==> src/rtl/pmp_pkg.sv <==
// Shared types, constants and command/status structures for the polygon
// mass properties block. No dependencies; every other RTL file imports it.
`default_nettype none
package pmp_pkg;

    localparam int MAX_VERTICES = 64;
    localparam int CNT_W        = $clog2(MAX_VERTICES + 2);

    localparam int CRD_W   = 14;   // vertex coordinate, signed Q5.8
    localparam int CR_W    = 29;   // edge cross product, signed
    localparam int ACR_W   = 28;   // magnitude of the edge cross product
    localparam int SUM_W   = 35;   // signed cross sum
    localparam int CSUM_W  = 49;   // centroid sums
    localparam int NUM_W   = 62;   // inertia numerator
    localparam int DEN_W   = 34;   // inertia denominator
    localparam int DOT_W   = 31;   // dot-product sum of one edge
    localparam int TRN_W   = 31;   // corner turn terms
    localparam int MUL_W   = 32;   // shared multiplier operand width
    localparam int PRD_W   = 64;   // shared multiplier product width
    localparam int MP_W    = 47;   // mass times a 31-bit slice of the numerator
    localparam int NI_W    = 78;   // mass times numerator
    localparam int UD_W    = 36;   // magnitude of three times the cross sum
    localparam int DV_W    = 53;   // six times denominator, scaled by 2^16
    localparam int DIVN_W  = 80;   // divider dividend width
    localparam int DIVD_W  = 54;   // divider divisor width
    localparam int DCNT_W  = $clog2(DIVN_W + 1);
    localparam int AREA_W  = 33;
    localparam int INER_W  = 48;
    localparam int MASS_W  = 16;
    localparam logic [MASS_W-1:0] MASS_RESET = 16'd256;

    typedef enum logic [3:0] {
        MO_NONE, MO_AXBY, MO_BXAY, MO_SXCR, MO_SYCR, MO_AXAX, MO_AYAY,
        MO_AXBX, MO_AYBY, MO_BXBX, MO_BYBY, MO_ACRDOT, MO_C1, MO_C2,
        MO_MLO, MO_MHI
    } mul_op_t;

    typedef enum logic [3:0] {
        AO_NONE, AO_P1, AO_CR, AO_CX, AO_CY, AO_DOT0, AO_DOT, AO_NUM,
        AO_T, AO_TURN, AO_MLO, AO_MHI
    } acc_op_t;

    typedef enum logic [1:0] {
        CS_VTX, CS_CL1, CS_CL2
    } csel_t;

    typedef enum logic [1:0] {
        DS_X, DS_Y, DS_I
    } div_sel_t;

    typedef enum logic [4:0] {
        ST_IDLE, ST_DISP, ST_E0, ST_E1, ST_E2, ST_E3, ST_E4, ST_E5, ST_E6,
        ST_E7, ST_E8, ST_E9, ST_E10, ST_E11, ST_NUM, ST_C1, ST_C2, ST_TURN,
        ST_UPD, ST_M0, ST_M1, ST_M2, ST_DX, ST_WX, ST_DY, ST_WY, ST_DI,
        ST_WI, ST_FIN
    } state_t;

    typedef struct packed {
        mul_op_t  mul_op;
        acc_op_t  acc_op;
        logic     close;
        csel_t    csel;
        logic     corner_first;
        logic     load_in;
        logic     cnt_sat;
        logic     update;
        logic     div_start;
        div_sel_t div_sel;
        logic     cap_x;
        logic     cap_y;
        logic     load_out;
        logic     clear;
    } dp_cmd_t;

    typedef struct packed {
        logic cnt_zero;
        logic cnt_two;
        logic cnt_ge3;
        logic cnt_full;
        logic last;
        logic div_busy;
        logic out_busy;
    } dp_sts_t;

endpackage
`default_nettype wire

==> src/rtl/pmp_div.sv <==
// Restoring unsigned divider, one quotient bit per cycle.
// Depends on pmp_pkg for its widths.
`default_nettype none
module pmp_div (
    input  wire                          clk,
    input  wire                          rst_n,
    input  wire                          start,
    input  wire  [pmp_pkg::DIVN_W-1:0]   dividend,
    input  wire  [pmp_pkg::DIVD_W-1:0]   divisor,
    output logic                         busy,
    output logic [pmp_pkg::DIVN_W-1:0]   quotient
);
    import pmp_pkg::*;

    logic [DCNT_W-1:0] cnt_reg, cnt_next;
    logic [DIVD_W:0]   rem_reg, rem_next;
    logic [DIVN_W-1:0] quo_reg, quo_next;
    logic [DIVD_W-1:0] dsr_reg, dsr_next;
    logic [DIVD_W:0]   rem_sh;
    logic              fits;

    always_comb
    begin
        rem_sh   = {rem_reg[DIVD_W-1:0], quo_reg[DIVN_W-1]};
        fits     = rem_sh >= {1'b0, dsr_reg};
        cnt_next = cnt_reg;
        rem_next = rem_reg;
        quo_next = quo_reg;
        dsr_next = dsr_reg;
        if (start)
        begin
            cnt_next = DCNT_W'(DIVN_W);
            rem_next = '0;
            quo_next = dividend;
            dsr_next = divisor;
        end
        else if (cnt_reg != '0)
        begin
            cnt_next = cnt_reg - 1'b1;
            rem_next = fits ? rem_sh - {1'b0, dsr_reg} : rem_sh;
            quo_next = {quo_reg[DIVN_W-2:0], fits};
        end
    end

    always_ff @(posedge clk or negedge rst_n)
    begin
        if (!rst_n)
            cnt_reg <= '0;
        else
            cnt_reg <= cnt_next;
    end

    always_ff @(posedge clk)
    begin
        rem_reg <= rem_next;
        quo_reg <= quo_next;
        dsr_reg <= dsr_next;
    end

    assign busy     = cnt_reg != '0;
    assign quotient = quo_reg;
endmodule
`default_nettype wire

==> config.mk <==
export PLATFORM = sky130hd
export DESIGN_NAME = pmp_div
export DESIGN_NICKNAME = d
export VERILOG_FILES = /design/src/rtl/pmp_pkg.sv /design/src/rtl/pmp_div.sv
export SDC_FILE = /design/constraint.sdc
export NUM_CORES = 1
export LEC_CHECK = 0
export BUFFER_PORTS_ARGS = -buffer_cell sky130_fd_sc_hd__buf_4
export CORE_UTILIZATION = 58
export CTS_BUF_LIST = sky130_fd_sc_hd__clkbuf_2 sky130_fd_sc_hd__clkbuf_4 sky130_fd_sc_hd__clkbuf_8
export DETAILED_ROUTE_END_ITERATION = 8
export GPL_TIMING_DRIVEN = 0
export PLACE_DENSITY_LB_ADDON = 0.12
export RECOVER_POWER = 25
export SYNTH_ARGS = -nofsm -noshare
export SYNTH_HDL_FRONTEND = slang
export SYNTH_SLANG_ARGS = --single-unit
==> constraint.sdc <==
create_clock -name clk -period 5.32 [get_ports clk]
set_input_delay 1.064 -clock clk [delete_from_list [all_inputs] [get_ports clk]]
set_output_delay 1.064 -clock clk [all_outputs]
set_load 0.005 [all_outputs]
Yosys cells after proc, flatten, opt, wreduce, memory -nomap -nowiden

Index checks and enable logic that the tools add are counted.

Register bits after elaboration: 195
Input bits: 137
Output and inout bits: 81
Word-level logic and storage cells: 14

Add/sub/neg operators: 2
$lt $le $gt $ge: 1
Multiplexer cells: 5
Reduce and logical (&&, ||, !) cells: 2

Operators by type and width:

| kind                | number |
|---|---|
| $mux 80             | 2 |
| $ge 55x54->1        | 1 |
| $mux 54             | 1 |
| $sub 54x54->54      | 1 |
| $mux 7              | 2 |
| $reduce_bool 7->1   | 1 |
| $sub 7x1->7 const B | 1 |
| $reduce_bool 2->1   | 1 |

Depth between registers and ports, before layout

Gate-level depths: netlist (run 1).

Word-level depth: 3
Mapped depth: 14
Depth with buffers taken out: 14

Worst setup path after synthesis (run 1)

OpenSTA, ideal clock, no wires.

Kind: reg2reg
From: register cnt_reg[0]
To: register quo_reg[0] (netlist: quotient[0]) (enable)
Setup time: 793 ps
Arrival time: 3019 ps
Required time: 4527 ps
Path slack: 1508 ps
Stages on the path, launching flop included: 8
Buffers on the path: 1
Period minus slack after synthesis: 3812 ps
Path through: dfrtp_1 -> inv_1 -> ha_1 -> nand2b_1 -> or4_1 -> nor2_1 -> clkbuf_1 -> nand2_1

Word-level cells in the longest chain between the ends: 2

Ends and longest elaborated chain:

| element                            | RTL line      | text |
|---|---|---|
| start: declaration                 | pmp_div.sv:15 | `logic [DCNT_W-1:0] cnt_reg, cnt_next;` |
| start signal: assignment           | pmp_div.sv:50 | `cnt_reg <= cnt_next;` |
| $reduce_bool 7->1                  | pmp_div.sv:37 | `else if (cnt_reg != '0)` |
| $reduce_bool 2->1 (no source line) | --            |  |
| end signal: assignment             | pmp_div.sv:56 | `quo_reg <= quo_next;` |
| end: declaration                   | pmp_div.sv:17 | `logic [DIVN_W-1:0] quo_reg, quo_next;` |

Every way passes these cells.
A chain may end at the register's enable or synchronous reset.

Worst setup path after layout (run 1)

From: register cnt_reg[0]
To: output busy

Word-level cells in the longest chain between the ends: 1

Ends and longest elaborated chain:

| element           | RTL line      | text |
|---|---|---|
| $reduce_bool 7->1 | pmp_div.sv:60 | `assign busy = cnt_reg != '0;` |
| end: declaration  | pmp_div.sv:10 | `output logic busy,` |

Every way passes these cells.

==> metrics.cfg, run 1 <==
[final_layout]
nNetsFinal = 1489
syn_to_final_growth_pct = 21.7
multi_input_area_sq_um = 5280
antenna_cells = 0
drive_above_1_share_pct = 28.2
fill_cells = 1426
fin_util_pct = 72.0
largest_reg_flops = 80
register_area_sq_um = 5280

[global_routing]
grt_usage_pct = 30.5
first_global_vias = 8970
use_met1_pct = 38.0
grt_max_degree = 62
antenna_found_initial = 0
met2_usage_pct = 50.9
grt_overflow = 0
grt_pass1_wl_um = 46300
use_met3_pct = 8.75
gr-max-usage-layer = met2

[critical_path]
worst_setup_path_start_kind = flip-flop
crit_chain = inv_1, ha_1, nand2b_1, or4_1, nor2_1, inv_1, clkbuf_1, buf_1, buf_4
cp_data_arrival_time_ns = 3.02
crit_type = reg -> out
cp_common_cell = inv_1
cp-end-kind = primary output
crit_slowest_cell = or4_1
max_stage_delay_ns = 0.43
cp.required_ns = 4.26
crit_fanout = 10

[floorplanning]
rows = 50
die_w_um = 140
die-area_sq_um = 19600
initial_utilization_pct = 59.2
coreArea_sq_um = 18700
die_h_um = 140
ioPinCount = 218

[power_and_ir_drop]
p_leak_nw = 5.94
vdd_drop_max_uv = 268
powerDensity_nw_per_um2 = 256

[clock_network]
holdBufCountCts = 0
cts_buffers = 17
clock_latency_ns = 0.49
cts.sinks = 195
clkTransAtPathRegs_ns = 0.10
post-cts-setup-buffers = 0
cts-resized-gates = 0
cts_buffer_depth = 2
cts_tree = built
clockRootBuffer = clkbuf_8
cts_max_level = 4

[synth]
synth-seq-cells = 195
synth_edf_count = 134
synth_area_leader_cell = edfxtp_1
yosysMostFrequentCell = edfxtp_1
synth_fa_ha_area_share_pct = 6.40
synth.top_cell.area_share_pct = 36.4
synth_top_family_by_area = compound AO/OA/AOI/OAI gates
avgSynthCellArea_sq_um = 10.4
yosysSeqAreaShare_pct = 47.7
synthFlopType = edfxtp_1
synth.net_count = 1252
synth_compound_area_share_pct = 17.6
yosys-top-cells-area = edfxtp_1 36%, dfxtp_1 9.8%, mux2_2 8.1%
ys.warnings.count = 0
ys_types = 64
synth_simple_gate_area_share_pct = 11.3
synth.area.mux_share_pct = 8.41
synth_area_sq_um = 11100
netlist_top_cells_count = 134 x edfxtp_1, 99 x nor2_1, 85 x nand2_1, 80 x mux2_2, 78 x a21oi_1
ys_async_sr_fraction_pct = 3.59
syn_inst = 1059
synth_xor_area_share_pct = 3.96

[min_path]
min-delay-path-class = in -> async

[detailed_routing]
drt-total-wl_um = 29100
ant_nets = 0
drc_errors = 0
drtPass1Iterations = 6
vias_per_cell = 5.85
first_iter_violations = 498
vias = 9022
wire_per_inst_um = 18.9

[placement]
post-dp-hpwl_um = 21600
port_buffers = 217
place_congestion = 0.920

[sta]
maxSlewHeadroom_pct = 36.6
tns_ns = 0
slew_viol_final = 0
final_hold_viol_count = 0
period_share_pct = 76.9
finClkSkew_ns = 0.0188
period_needed_ns = 4.09
tightestPinTransition_ns = 0.952
rsz0062_at_grt = no
fmax_mhz = 245
setup_violations = 0

[run]
drv_cap = 0

[status]
status = complete, no violations

-- worst paths after layout --
kind,start,endpoint,slack [ns],cells after the start
max in group asynchronous,rst_n,cnt_reg[3],4.60,1
worst max-delay path,cnt_reg[0],busy,1.23,9
worst min register to register,rem_reg[2],rem_reg[2],0.50,2
worst min-delay path,rst_n,cnt_reg[5],0.46,1
worst max register to register,quotient[79],rem_reg[48],1.59,14
min in group clk,rem_reg[2],rem_reg[2],0.50,2
-- layout make-up --
| class | instances | share of cell area (%) |
|---|---|---|
| buffer | 52 | 1.86 |
| clock buffer | 17 | 1.74 |
| clock inverter | 15 | 1.60 |
| inverter | 71 | 1.98 |
| multi-input combinational | 741 | 39.2 |
| sequential | 195 | 39.2 |
| tap | 234 | 2.17 |
| timing repair buffer | 218 | 12.3 |
-- placed cells by master, fill, tap and decap left out, types with 4 or more instances in the layout --
cell,n
a211oi_1,28
a21o_1,34
a21oi_1,78
a311oi_2,15
a31oi_1,7
and2_1,8
and3_1,8
buf_2,5
buf_4,165
buf_6,5
clkbuf_1,39
clkbuf_4,54
clkbuf_8,17
dfrtp_1,7
dfxtp_1,54
edfxtp_1,134
ha_1,55
inv_1,71
mux2_2,80
nand2_1,84
nand2b_1,6
nand3_1,11
nand4_1,16
nor2_1,99
nor2b_1,8
nor3_1,26
o211a_1,9
o211ai_1,4
o21a_1,4
o21ai_0,42
o21bai_1,14
o31ai_1,4
or3_1,4
xnor2_1,22
xor2_1,28
-- worst max-delay path, delay by kind of cell (launching register included) --
family	cells	cell delay, ns
buffers and inverters	5	1.19
and+or+nand+nor	3	0.80
adders and majority gates	1	0.17
DFF	1	0.39
-- per-stage QoR --
stage	hold WS, ns	cell area (sq um)	cells	worst slack, ns	power (W)
global placement	0.460	13000	1510	-0.233	0.00237
detailed placement	0.479	13000	1511	1.66	0.00239
global route	0.451	13500	1543	0.991	0.00357
floorplan	0.446	11100	1059	1.51	0.00212
CTS	0.360	13500	1543	1.23	0.00346
finish	0.458	13500	1543	1.23	0.00344
-- layer usage --
metal / vias to the layer above / wire length (um)
met3: 55 / 2520
met1: 4237 / 11900
met5: - / 0
met2: 379 / 13900
li1: 4351 / -
met4: 0 / 818
-- where the power goes --
part	internal, W	switching [W]	total (W)	leakage (nW)
clock network	0.000488	0.000598	0.00109	0.219
registers	0.00175	0.0000602	0.00181	1.90
logic	0.000289	0.000263	0.000552	3.83
total	0.00252	0.000922	0.00344	5.94
-- cell families after synthesis --
group / count (synthesis)
AOI/OAI and AO/OA: 273
xor gates and xnor gates: 50
adders and majority gates: 56
buffers and inverters: 123
DFF: 195
muxes: 83
and+or+nand+nor: 279
(Power assumes the default switching activity.)
==> run 2, diff against run 1 <==
==> constraint.sdc (replaced) <==
create_clock -name clk -period 3.9 [get_ports clk]
set_input_delay 0.78 -clock clk [delete_from_list [all_inputs] [get_ports clk]]
set_output_delay 0.78 -clock clk [all_outputs]
set_load 0.005 [all_outputs]
==> metrics.cfg, run 2 (synthesis results as in run 1) <==
[run]
drv_cap = 0

[final_layout]
finalInstanceArea_sq_um = 13500
largest_reg_flops = 80
syn_to_final_growth_pct = 21.8
antenna_cells = 0
fill_cells = 1425
fin_cells = 1543
nNetsFinal = 1489
drive_above_1_share_pct = 28.3
register_area_sq_um = 5280
layout_common_cells = 164 x buf_4, 134 x edfxtp_1, 99 x nor2_1
multi_input_area_sq_um = 5290
layout_commonest_cell = buf_4

[sta]
maxSlewHeadroom_pct = -0.547
setup_violations = 0
final_hold_viol_count = 0
period_needed_ns = 3.65
period_share_pct = 93.5
finClkSkew_ns = 0.0187
tightestPinTransition_ns = 1.51
rsz0062_at_grt = no
fmax_mhz = 274
slew_viol_final = 42

[detailed_routing]
drc_errors = 0
vias_per_cell = 5.85
drt-total-wl_um = 29200
drtPass1Iterations = 5
wire_per_inst_um = 18.9
vias = 9026
ant_nets = 0
first_iter_violations = 573

[clock_network]
cts_buffer_depth = 2
clock_latency_ns = 0.49
clkTransAtPathRegs_ns = 0.11
cts.sinks = 195
cts_max_level = 4
post-cts-setup-buffers = 0
clockRootBuffer = clkbuf_8
cts_tree = built
cts_buffers = 17

[critical_path]
cp_data_arrival_time_ns = 4.03
crit_type = reg -> reg
r2r-end = rem_reg[48]
cp-end-kind = flip-flop
worst_setup_path_start_kind = flip-flop
reg2reg_slack_ns = 0.25
crit_fanout = 4
cp.required_ns = 4.28
rr_worst_depth = 14
reg2reg_from = quotient[79]

[power_and_ir_drop]
vdd_drop_max_uv = 363
powerDensity_nw_per_um2 = 349
p_leak_nw = 5.94

[floorplanning]
ioPinCount = 218
die_h_um = 140
die_w_um = 140
rows = 50
die-area_sq_um = 19600
coreArea_sq_um = 18700
initial_utilization_pct = 59.2

[global_routing]
grt_pass1_wl_um = 46300
grt_max_degree = 62
grt_overflow = 0
grt_usage_pct = 30.5
antenna_found_initial = 0
first_global_vias = 8970

[status]
status = finished, violations left
violations = slew limit

[placement]
place_area_sq_um = 13000
place_congestion = 0.920
post-dp-hpwl_um = 21600
dp.cells = 1511
port_buffers = 217

[min_path]
min-delay-path-class = in -> async

==> run 2: changes by cell type in the layout (fill, tap and decap cells not counted), sizes merged <==
| cell | previous run | this run |
|---|---|---|
| buf | 177 | 176 |
| clkbuf | 110 | 111 |
==> run 2: final cells by class <==
cell class,count,area share (%)
multi-input combinational,741,39.2
clock buffer,17,1.74
buffer,52,1.87
inverter,71,1.98
tap,234,2.17
sequential,195,39.2
clock inverter,15,1.60
timing repair buffer,218,12.2
==> run 2: critical path, cell delays in order, from the launching register on <==
cell and delay (ns):
edfxtp_1 0.46, inv_1 0.10, ha_1 0.16, inv_1 0.05
fa_1 0.41, a21o_1 0.22, a221o_1 0.41, a221oi_4 0.47
o32ai_2 0.17, o21ai_2 0.27, o21ai_0 0.19, a31oi_1 0.27
xor2_1 0.16, o21ai_0 0.09, o211a_1 0.13
==> run 2: power breakdown <==
part	switching (W)	internal, W	leakage, nW
clock	0.000815	0.000665	0.219
combinational	0.000360	0.000394	3.83
sequential	0.0000821	0.00238	1.90
total	0.00126	0.00344	5.94
==> run 2: repair_timing <==
| item | CTS | global route |
|---|---|---|
| resized for setup | 0 | 3 |
| endpoints found under the setup margin | 0 | 7 |
| hold buffers | 0 | 0 |
==> run 2: worst max-delay path by stage <==
| stage | to | cells past startpoint | from | slack, ns |
|---|---|---|---|---|
| after global routing | rem_reg[46] | 14 | quotient[79] | 0.04 |
| after floorplan | quotient[0] | 7 | cnt_reg[0] | 0.09 |
| after detailed placement | rem_reg[46] | 14 | quotient[79] | 0.24 |
| after global placement | quotient[11] | 4 | start | -1.37 |
| after CTS | busy | 9 | cnt_reg[0] | 0.1 |
| final | rem_reg[48] | 14 | quotient[79] | 0.25 |
==> run 2: layer usage <==
metal  routed length (um)  GRT usage (%)  part of all wire, %
met2                14000           50.9                   48
met4                  828           10.3                  2.8
met5                    0              0                    0
met1                12000           38.0                   41
met3                 2420           8.75                  8.3
==> run 2: metrics by stage <==
stage | util [%] | setup WS (ns) | hold slack (ns) | setup TNS (ns) | power (W)
6_report | 72.0 | 0.253 | 0.169 | 0 | 0.00470
5_1_grt | 72.0 | 0.0366 | 0.167 | 0 | 0.00487
4_1_cts | 72.0 | 0.0955 | 0.0755 | 0 | 0.00472
3_5_place_dp | 69.6 | 0.238 | 0.479 | 0 | 0.00326
3_3_place_gp | 69.4 | -1.37 | 0.460 | -109.13 | 0.00323
2_1_floorplan | - | 0.0880 | 0.446 | 0 | 0.00289
